==> src/tdwq_pkg.sv <==
// Shared types and constants for the tick delay wake-up queue.
`default_nettype none
package tdwq_pkg;

	localparam int QUEUE_SLOTS_DEF    = 32;
	localparam int CLIENT_ID_BITS_DEF = 8;
	localparam int TIME_W             = 31;
	localparam int REPLY_ID_W         = 8;
	localparam logic [TIME_W-1:0] COUNT_MAX = {TIME_W{1'b1}};

	// Request codes
	typedef enum logic [1:0] {
		ACT_TIME  = 2'd0,
		ACT_DELAY = 2'd1,
		ACT_UNTIL = 2'd2,
		ACT_TICK  = 2'd3
	} action_t;

	// Reply codes
	typedef enum logic [2:0] {
		ST_TIME = 3'd0,
		ST_WAKE = 3'd1,
		ST_ACK  = 3'd2,
		ST_NEG  = 3'd3,
		ST_FULL = 3'd4
	} status_t;

	// Controller states
	typedef enum logic [1:0] {
		S_IDLE,
		S_CALC,
		S_CHECK,
		S_RELEASE
	} state_t;

	// Operation broadcast to every cell of the chain
	typedef struct packed {
		logic insert;
		logic pop;
	} cell_op_t;

endpackage
`default_nettype wire

==> src/tdwq_cell.sv <==
// One slot of the sorted wake-up chain: holds an entry, shifts with its neighbors.
`default_nettype none
module tdwq_cell #(
	parameter int ID_W = tdwq_pkg::CLIENT_ID_BITS_DEF
) (
	input  wire                            clk,
	input  wire                            arst_n,
	input  wire  tdwq_pkg::cell_op_t       op,
	input  wire  [tdwq_pkg::TIME_W-1:0]    key,
	input  wire  [ID_W-1:0]                new_id,
	input  wire                            prev_keep,
	input  wire                            prev_valid,
	input  wire  [tdwq_pkg::TIME_W-1:0]    prev_time,
	input  wire  [ID_W-1:0]                prev_id,
	input  wire                            next_valid,
	input  wire  [tdwq_pkg::TIME_W-1:0]    next_time,
	input  wire  [ID_W-1:0]                next_id,
	output logic                           keep,
	output logic                           valid,
	output logic [tdwq_pkg::TIME_W-1:0]    wake_time,
	output logic [ID_W-1:0]                waiter_id
);
	import tdwq_pkg::*;

	logic              valid_q;
	logic [TIME_W-1:0] time_q;
	logic [ID_W-1:0]   id_q;

	// Entry stays put on insert when it wakes strictly before the new one
	assign keep      = valid_q && (time_q < key);
	assign valid     = valid_q;
	assign wake_time = time_q;
	assign waiter_id = id_q;

	// Occupancy
	always_ff @(posedge clk or negedge arst_n) begin
		if (!arst_n) begin
			valid_q <= 1'b0;
		end else if (op.pop) begin
			valid_q <= next_valid;
		end else if (op.insert && !keep) begin
			valid_q <= prev_keep ? 1'b1 : prev_valid;
		end
	end

	// Entry payload
	always_ff @(posedge clk) begin
		if (op.pop) begin
			time_q <= next_time;
			id_q   <= next_id;
		end else if (op.insert && !keep) begin
			if (prev_keep) begin
				time_q <= key;
				id_q   <= new_id;
			end else begin
				time_q <= prev_time;
				id_q   <= prev_id;
			end
		end
	end

endmodule
`default_nettype wire

==> src/tick_delay_wakeup_queue.sv <==
// Top level: tick counter, request controller and the chain of queue cells.
//
//  channel | signals                                  | handshake
//  --------+------------------------------------------+---------------------------------
//  request | action, requester, amount                | taken when start && !busy
//  reply   | reply_to, status, time_value, last       | each beat valid for one cycle, no stall
//
// Time read, negative delay: the reply is registered from S_CALC.
// Delays: S_CALC, then S_CHECK registers the reply or does a silent insert;
// on insert all cells compare against the new wake time in parallel.
// Tick: acknowledge registered from S_CALC, then in S_RELEASE one wake-up per cycle,
// one cell shift per released waiter.
// busy drops while the last reply beat is on the ports, so the next request beat
// lands with it at the earliest; reset empties the queue at once.
`default_nettype none
module tick_delay_wakeup_queue #(
	parameter int QUEUE_SLOTS    = tdwq_pkg::QUEUE_SLOTS_DEF,
	parameter int CLIENT_ID_BITS = tdwq_pkg::CLIENT_ID_BITS_DEF
) (
	input  wire                                clk,
	input  wire                                arst_n,
	input  wire                                start,
	output logic                               busy,
	input  wire  [1:0]                         action,
	input  wire  [7:0]                         requester,
	input  wire  signed [31:0]                 amount,
	output logic                               reply_valid,
	output logic [tdwq_pkg::REPLY_ID_W-1:0]    reply_to,
	output logic [2:0]                         status,
	output logic [tdwq_pkg::TIME_W-1:0]        time_value,
	output logic                               last
);
	import tdwq_pkg::*;

	localparam int ID_W     = CLIENT_ID_BITS;
	localparam int NEXT_IDX = (QUEUE_SLOTS > 1) ? 1 : 0;

	state_t            state_q, state_d;
	action_t           act_q;
	logic [ID_W-1:0]   who_q;
	logic [31:0]       amount_q;
	logic [TIME_W-1:0] when_q;
	logic [TIME_W-1:0] count_q;

	logic              reply_valid_q;
	logic [REPLY_ID_W-1:0] reply_to_q;
	status_t           status_q;
	logic [TIME_W-1:0] time_value_q;
	logic              last_q;

	// Chain taps
	logic              cell_valid [QUEUE_SLOTS];
	logic [TIME_W-1:0] cell_time  [QUEUE_SLOTS];
	logic [ID_W-1:0]   cell_id    [QUEUE_SLOTS];
	logic              cell_keep  [QUEUE_SLOTS];
	cell_op_t          op;

	// Requester kept to the client id width
	logic [ID_W+7:0]   req_ext;
	logic [ID_W-1:0]   req_id;
	assign req_ext = {{ID_W{1'b0}}, requester};
	assign req_id  = req_ext[ID_W-1:0];

	// Arithmetic shared by the controller
	logic [TIME_W:0]   rel_sum;
	logic [TIME_W-1:0] rel_when;
	logic [TIME_W-1:0] count_inc;
	logic              amount_neg;
	logic              head_due_inc;
	logic              head_due;
	logic              second_due;
	logic              queue_full;
	logic              when_passed;

	assign amount_neg   = amount_q[31];
	assign rel_sum      = {1'b0, count_q} + {1'b0, amount_q[TIME_W-1:0]};
	assign rel_when     = rel_sum[TIME_W] ? COUNT_MAX : rel_sum[TIME_W-1:0];
	assign count_inc    = (count_q == COUNT_MAX) ? COUNT_MAX : count_q + 1'b1;
	assign head_due_inc = cell_valid[0] && (cell_time[0] <= count_inc);
	assign head_due     = cell_valid[0] && (cell_time[0] <= count_q);
	assign second_due   = (QUEUE_SLOTS > 1) && cell_valid[NEXT_IDX]
	                      && (cell_time[NEXT_IDX] <= count_q);
	assign queue_full   = cell_valid[QUEUE_SLOTS-1];
	assign when_passed  = when_q <= count_q;

	// Next state
	always_comb begin
		state_d = state_q;
		unique case (state_q)
			S_IDLE: begin
				if (start) state_d = S_CALC;
			end
			S_CALC: begin
				unique case (act_q)
					ACT_TIME:  state_d = S_IDLE;
					ACT_DELAY: state_d = amount_neg ? S_IDLE : S_CHECK;
					ACT_UNTIL: state_d = amount_neg ? S_IDLE : S_CHECK;
					ACT_TICK:  state_d = head_due_inc ? S_RELEASE : S_IDLE;
					default:   state_d = S_IDLE;
				endcase
			end
			S_CHECK: begin
				state_d = S_IDLE;
			end
			S_RELEASE: begin
				state_d = second_due ? S_RELEASE : S_IDLE;
			end
			default: state_d = S_IDLE;
		endcase
	end

	// Outputs of the controller: reply beat and chain operation
	logic              emit;
	logic [ID_W-1:0]   emit_id;
	status_t           emit_status;
	logic [TIME_W-1:0] emit_time;
	logic              emit_last;
	logic              when_load;
	logic [TIME_W-1:0] when_d;
	logic              count_load;

	always_comb begin
		emit        = 1'b0;
		emit_id     = who_q;
		emit_status = ST_TIME;
		emit_time   = count_q;
		emit_last   = 1'b1;
		when_load   = 1'b0;
		when_d      = amount_q[TIME_W-1:0];
		count_load  = 1'b0;
		op          = '0;
		unique case (state_q)
			S_IDLE: begin
			end
			S_CALC: begin
				unique case (act_q)
					ACT_TIME: begin
						emit = 1'b1;
					end
					ACT_DELAY: begin
						if (amount_neg) begin
							emit        = 1'b1;
							emit_status = ST_NEG;
							emit_time   = '0;
						end else begin
							when_load = 1'b1;
							when_d    = rel_when;
						end
					end
					ACT_UNTIL: begin
						if (amount_neg) begin
							emit        = 1'b1;
							emit_status = ST_WAKE;
						end else begin
							when_load = 1'b1;
						end
					end
					ACT_TICK: begin
						emit        = 1'b1;
						emit_status = ST_ACK;
						emit_last   = !head_due_inc;
						count_load  = 1'b1;
					end
					default: begin
					end
				endcase
			end
			S_CHECK: begin
				if (when_passed) begin
					emit        = 1'b1;
					emit_status = ST_WAKE;
				end else if (queue_full) begin
					emit        = 1'b1;
					emit_status = ST_FULL;
					emit_time   = '0;
				end else begin
					op.insert = 1'b1;
				end
			end
			S_RELEASE: begin
				emit        = head_due;
				emit_id     = cell_id[0];
				emit_status = ST_WAKE;
				emit_last   = !second_due;
				op.pop      = head_due;
			end
			default: begin
			end
		endcase
	end

	// Control registers
	always_ff @(posedge clk or negedge arst_n) begin
		if (!arst_n) begin
			state_q       <= S_IDLE;
			count_q       <= '0;
			reply_valid_q <= 1'b0;
		end else begin
			state_q       <= state_d;
			reply_valid_q <= emit;
			if (count_load) count_q <= count_inc;
		end
	end

	// Request and reply payload
	logic [ID_W+7:0] emit_id_ext;
	assign emit_id_ext = {8'd0, emit_id};

	always_ff @(posedge clk) begin
		if (state_q == S_IDLE && start) begin
			act_q    <= action_t'(action);
			who_q    <= req_id;
			amount_q <= amount;
		end
		if (when_load) when_q <= when_d;
		if (emit) begin
			reply_to_q   <= emit_id_ext[REPLY_ID_W-1:0];
			status_q     <= emit_status;
			time_value_q <= emit_time;
			last_q       <= emit_last;
		end
	end

	assign busy        = (state_q != S_IDLE);
	assign reply_valid = reply_valid_q;
	assign reply_to    = reply_to_q;
	assign status      = status_q;
	assign time_value  = time_value_q;
	assign last        = last_q;

	// Sorted chain, head at slot 0
	for (genvar i = 0; i < QUEUE_SLOTS; i++) begin : g_cell
		logic              p_keep;
		logic              p_valid;
		logic [TIME_W-1:0] p_time;
		logic [ID_W-1:0]   p_id;
		logic              n_valid;
		logic [TIME_W-1:0] n_time;
		logic [ID_W-1:0]   n_id;

		if (i == 0) begin : g_head
			assign p_keep  = 1'b1;
			assign p_valid = 1'b0;
			assign p_time  = '0;
			assign p_id    = '0;
		end else begin : g_body
			assign p_keep  = cell_keep[i-1];
			assign p_valid = cell_valid[i-1];
			assign p_time  = cell_time[i-1];
			assign p_id    = cell_id[i-1];
		end

		if (i == QUEUE_SLOTS - 1) begin : g_tail
			assign n_valid = 1'b0;
			assign n_time  = '0;
			assign n_id    = '0;
		end else begin : g_link
			assign n_valid = cell_valid[i+1];
			assign n_time  = cell_time[i+1];
			assign n_id    = cell_id[i+1];
		end

		tdwq_cell #(
			.ID_W(ID_W)
		) u_cell (
			.clk       (clk),
			.arst_n    (arst_n),
			.op        (op),
			.key       (when_q),
			.new_id    (who_q),
			.prev_keep (p_keep),
			.prev_valid(p_valid),
			.prev_time (p_time),
			.prev_id   (p_id),
			.next_valid(n_valid),
			.next_time (n_time),
			.next_id   (n_id),
			.keep      (cell_keep[i]),
			.valid     (cell_valid[i]),
			.wake_time (cell_time[i]),
			.waiter_id (cell_id[i])
		);
	end

endmodule
`default_nettype wire

==> config.mk <==
export PLATFORM = sky130hd
export DESIGN_NAME = tick_delay_wakeup_queue
export DESIGN_NICKNAME = d
export VERILOG_FILES = /design/src/tdwq_pkg.sv /design/src/tdwq_cell.sv /design/src/tick_delay_wakeup_queue.sv
export SDC_FILE = /design/constraint.sdc
export NUM_CORES = 2
export LEC_CHECK = 0
export BUFFER_PORTS_ARGS = -buffer_cell sky130_fd_sc_hd__buf_4
export CORE_MARGIN = 2
export CORE_UTILIZATION = 60
export CTS_BUF_LIST = sky130_fd_sc_hd__clkbuf_2
export DETAILED_ROUTE_END_ITERATION = 10
export PLACE_DENSITY_LB_ADDON = 0.3
export SLEW_MARGIN = 20
export SYNTH_ARGS = -nofsm -noshare
export SYNTH_HDL_FRONTEND = slang
export SYNTH_HIERARCHICAL = 1
export SYNTH_SLANG_ARGS = --single-unit
==> constraint.sdc <==
create_clock -name clk -period 5.6 [get_ports clk]
set_input_delay 0.56 -clock clk [delete_from_list [all_inputs] [get_ports clk]]
set_output_delay 0.56 -clock clk [all_outputs]
set_load 0.05 [all_outputs]
==> reports/metrics.json <==
{
  "status": {"value": "completed"},
  "worst-path-buf-inv": {"value": 4},
  "layout.cells.most_common_list": {"value": "1678 x sky130_fd_sc_hd__nand2_1, 1509 x sky130_fd_sc_hd__o21ai_0, 1364 x sky130_fd_sc_hd__edfxtp_1"},
  "path_common_cell": {"value": "sky130_fd_sc_hd__inv_1"},
  "root_buffer": {"value": "sky130_fd_sc_hd__clkbuf_2"},
  "final_layout_size_suffix_gt1_share": {"value": 10.1, "unit": "%"},
  "postPlaceCellArea": {"value": 105000, "unit": "sq um"},
  "tritoncts_num_sinks": {"value": 1430},
  "setup_viol": {"value": 0},
  "dp_slack": {"value": 552, "unit": "ps"},
  "synthesis.yosys.warnings": {"value": 6},
  "period_share": {"value": 95.6, "unit": "%"},
  "clock_skew": {"value": 169, "unit": "ps"},
  "crit_path_top_delay_cell": {"value": "sky130_fd_sc_hd__nor4_1"},
  "floorplan.initialDensity": {"value": 60.5, "unit": "%"},
  "finalPower": {"value": 38.4, "unit": "mW"},
  "io-pin-count": {"value": 90},
  "worstMarginPinSlew": {"value": 1300, "unit": "ps"},
  "crit_family": {"value": "simple AND/OR/NAND/NOR gates"},
  "cap_violations": {"value": 0},
  "period_minus_slack": {"value": 5350, "unit": "ps"},
  "track_usage": {"value": 32.7, "unit": "%"},
  "crit_fanout": {"value": 32},
  "die_y": {"value": 415, "unit": "um"},
  "post_route_cell_area": {"value": 110000, "unit": "sq um"},
  "avgViaCountPerCell": {"value": 6.27},
  "std_cell_rows": {"value": 150},
  "gp_routability_congestion": {"value": 0.940},
  "drt-total-wl": {"value": 290, "unit": "mm"},
  "timing.fmax": {"value": 187, "unit": "MHz"},
  "power.combinational.fraction": {"value": 39.4, "unit": "%"},
  "powerDensity": {"value": 348, "unit": "nW/um^2"},
  "residual_antenna_violating_net_count_after_detailed_routing": {"value": 0},
  "cell_area_after_synthesis": {"value": 101000, "unit": "sq um"},
  "setup.worst_path.start": {"value": "count_q[28]$_DFFE_PN0P_"},
  "crit_type": {"value": "reg2reg"},
  "hold_path.class": {"value": "in2reg"},
  "internal_power": {"value": 23.1, "unit": "mW"},
  "slowest_delay": {"value": 810, "unit": "ps"},
  "min-delay-start": {"value": "start"},
  "critical_path.startpoint_type": {"value": "flop"},
  "core": {"value": 167000, "unit": "sq um"},
  "dp_hpwl": {"value": 199, "unit": "mm"},
  "die_x": {"value": 415, "unit": "um"},
  "synthesis.instances": {"value": 10400},
  "first_global_vias": {"value": 85500},
  "route.detailed.drc": {"value": 0},
  "leading_cell_type_in_the_layout_fill_and_taps_excluded": {"value": "sky130_fd_sc_hd__nand2_1"},
  "total_number_of_nets_in_the_final_design": {"value": 12000},
  "r2r_start": {"value": "count_q[28]$_DFFE_PN0P_"},
  "share_seq_of_total_power": {"value": 40.5, "unit": "%"},
  "dr_total_vias": {"value": 83700},
  "chain_of_cells_forming_the_critical_path": {"value": "inv_1 -> ha_1 -> nand4_1 -> nor4_1 -> o21ai_0 -> nand2_1 -> and4_2 -> buf_4 -> inv_1 -> or2_2 -> o22ai_1 -> a21o_1 -> or2_1 -> buf_12"},
  "drt_iter0_drc": {"value": 8555},
  "clockBufferDepth": {"value": 4},
  "power_switching_share": {"value": 39.8, "unit": "%"},
  "h-tree-depth": {"value": 5},
  "timing.critical_path.required": {"value": 7080, "unit": "ps"},
  "cts-buffers-inserted": {"value": 396},
  "max_slew_margin": {"value": 13.0, "unit": "%"},
  "drt-pass1-iter-count": {"value": 7},
  "cts_tree": {"value": "done"},
  "power.ir.vdd_worst": {"value": 0.304, "unit": "mV"},
  "ctsResizeCount": {"value": 0},
  "rsz_0062_raised_after_global_routing": {"value": "false"},
  "antenna_violations_before_repair": {"value": 6},
  "clk_transition_reported_paths": {"value": 180, "unit": "ps"},
  "setup.worst_path.end_class": {"value": "flop"},
  "design.die.area": {"value": 172000, "unit": "sq um"},
  "area.growth.synth_to_final": {"value": 8.84, "unit": "%"},
  "clock_power_share": {"value": 20.0, "unit": "%"},
  "average_routed_wire_per_standard_cell": {"value": 21.7, "unit": "um"},
  "signal_arrival_time_at_the_worst_endpoint": {"value": 6830, "unit": "ps"},
  "global_route_wire_length_before_repair": {"value": 454, "unit": "mm"},
  "cellLeakagePower": {"value": 45.2, "unit": "nW"},
  "setup_total_negative_slack": {"value": 0, "unit": "ps"},
  "grt_max_degree": {"value": 175},
  "postSynthAreaPerCell": {"value": 9.69, "unit": "sq um"},
  "clkLatencyLatePin": {"value": 1930, "unit": "ps"},
  "timing_max_transition_violations_final": {"value": 0},
  "power_switching": {"value": 15.3, "unit": "mW"},
  "finalWorstSetupSlack": {"value": 247, "unit": "ps"},
  "final-hold-violation-count": {"value": 0},
  "grt.overflow.total": {"value": 0},
  "place.port_buffers": {"value": 89}
}
[power by group through the flow]
stage | Clock (mW) | Combinational, mW | Sequential (mW)
6_report | 7.70 | 15.1 | 15.6
5_1_grt | 8.33 | 16.5 | 15.7
4_1_cts | 7.80 | 14.9 | 15.5
3_5_place_dp | 0 | 14.7 | 15.8
2_1_floorplan | 0 | 10.4 | 15.9
3_3_place_gp | 0 | 14.0 | 15.8
[routing by layer]
layer	wire, um	GRT usage [%]	up-vias	part of all wire [%]
met4	11500	14.2	0	4.0
met1	113000	40.6	40400	39
li1	-	-	38500	-
met2	140000	55.4	3848	48
met5	0	0	-	0
met3	25200	6.61	977	8.7
[worst register-to-register path: stages (launching register included)]
cell                      delay (ps)
sky130_fd_sc_hd__dfrtp_1         570
sky130_fd_sc_hd__inv_1           190
sky130_fd_sc_hd__ha_1            350
sky130_fd_sc_hd__nand4_1         210
sky130_fd_sc_hd__nor4_1          810
sky130_fd_sc_hd__o21ai_0         420
sky130_fd_sc_hd__nand2_1         190
sky130_fd_sc_hd__and4_2          280
sky130_fd_sc_hd__buf_4           390
sky130_fd_sc_hd__inv_1           190
sky130_fd_sc_hd__or2_2           320
sky130_fd_sc_hd__o22ai_1         200
sky130_fd_sc_hd__a21o_1          140
sky130_fd_sc_hd__or2_1           400
sky130_fd_sc_hd__buf_12          270
[sequential cells by signal, summed over array words and instances (netlist names)]
signal	cells
act_q	2
g_cell.u_cell/waiter_id	256
g_cell.u_cell/valid	32
g_cell.u_cell/wake_time	992
amount_q	32
state_q	2
reply_to	8
reply_valid	1
last	1
who_q	8
status	3
when_q	31
time_value	31
count_q	31
[cell type report]
class,count,area (sq um)
inverters,1109,4160
fillers,13200,57200
clock inverters,124,658
multi-input cells,7504,53200
repair buffers,407,4060
diodes,5,12.5
clock buffers,557,2790
flip-flops and latches,1430,42600
well taps,2204,2760
[through the flow]
step / hold WS (ps) / std cells / utilization [%]
2_1_floorplan: 264 / 10500 / -
3_3_place_gp: 506 / 12500 / 63.0
3_5_place_dp: 539 / 12500 / 63.0
4_1_cts: 5.33 / 13300 / 65.8
5_1_grt: 167 / 13300 / 65.8
6_report: 178 / 13300 / 65.9
[final timing paths]
path | to | slack [ps] | depth (start not counted)
worst max-delay path | g_cell[16].u_cell/waiter_id[6]$_DFFE_PP_ | 250 | 14
min in group asynchronous | g_cell[11].u_cell/valid$_DFFE_PN0P_ | 240 | 5
worst min-delay path | amount_q[28]$_DFFE_PP_ | 180 | 3
worst max register to register | g_cell[16].u_cell/waiter_id[6]$_DFFE_PP_ | 250 | 14
worst min register to register | g_cell[13].u_cell/waiter_id[2]$_DFFE_PP_ | 450 | 2
max in group asynchronous | g_cell[7].u_cell/valid$_DFFE_PN0P_ | 4260 | 6
[timing repair]
| item | 4_1_cts | 5_1_grt |
|---|---|---|
| setup buffers | 0 | 0 |
| endpoints found under the hold margin | 152 | 0 |
| hold buffers | 133 | 0 |
(Power assumes the default switching activity.)
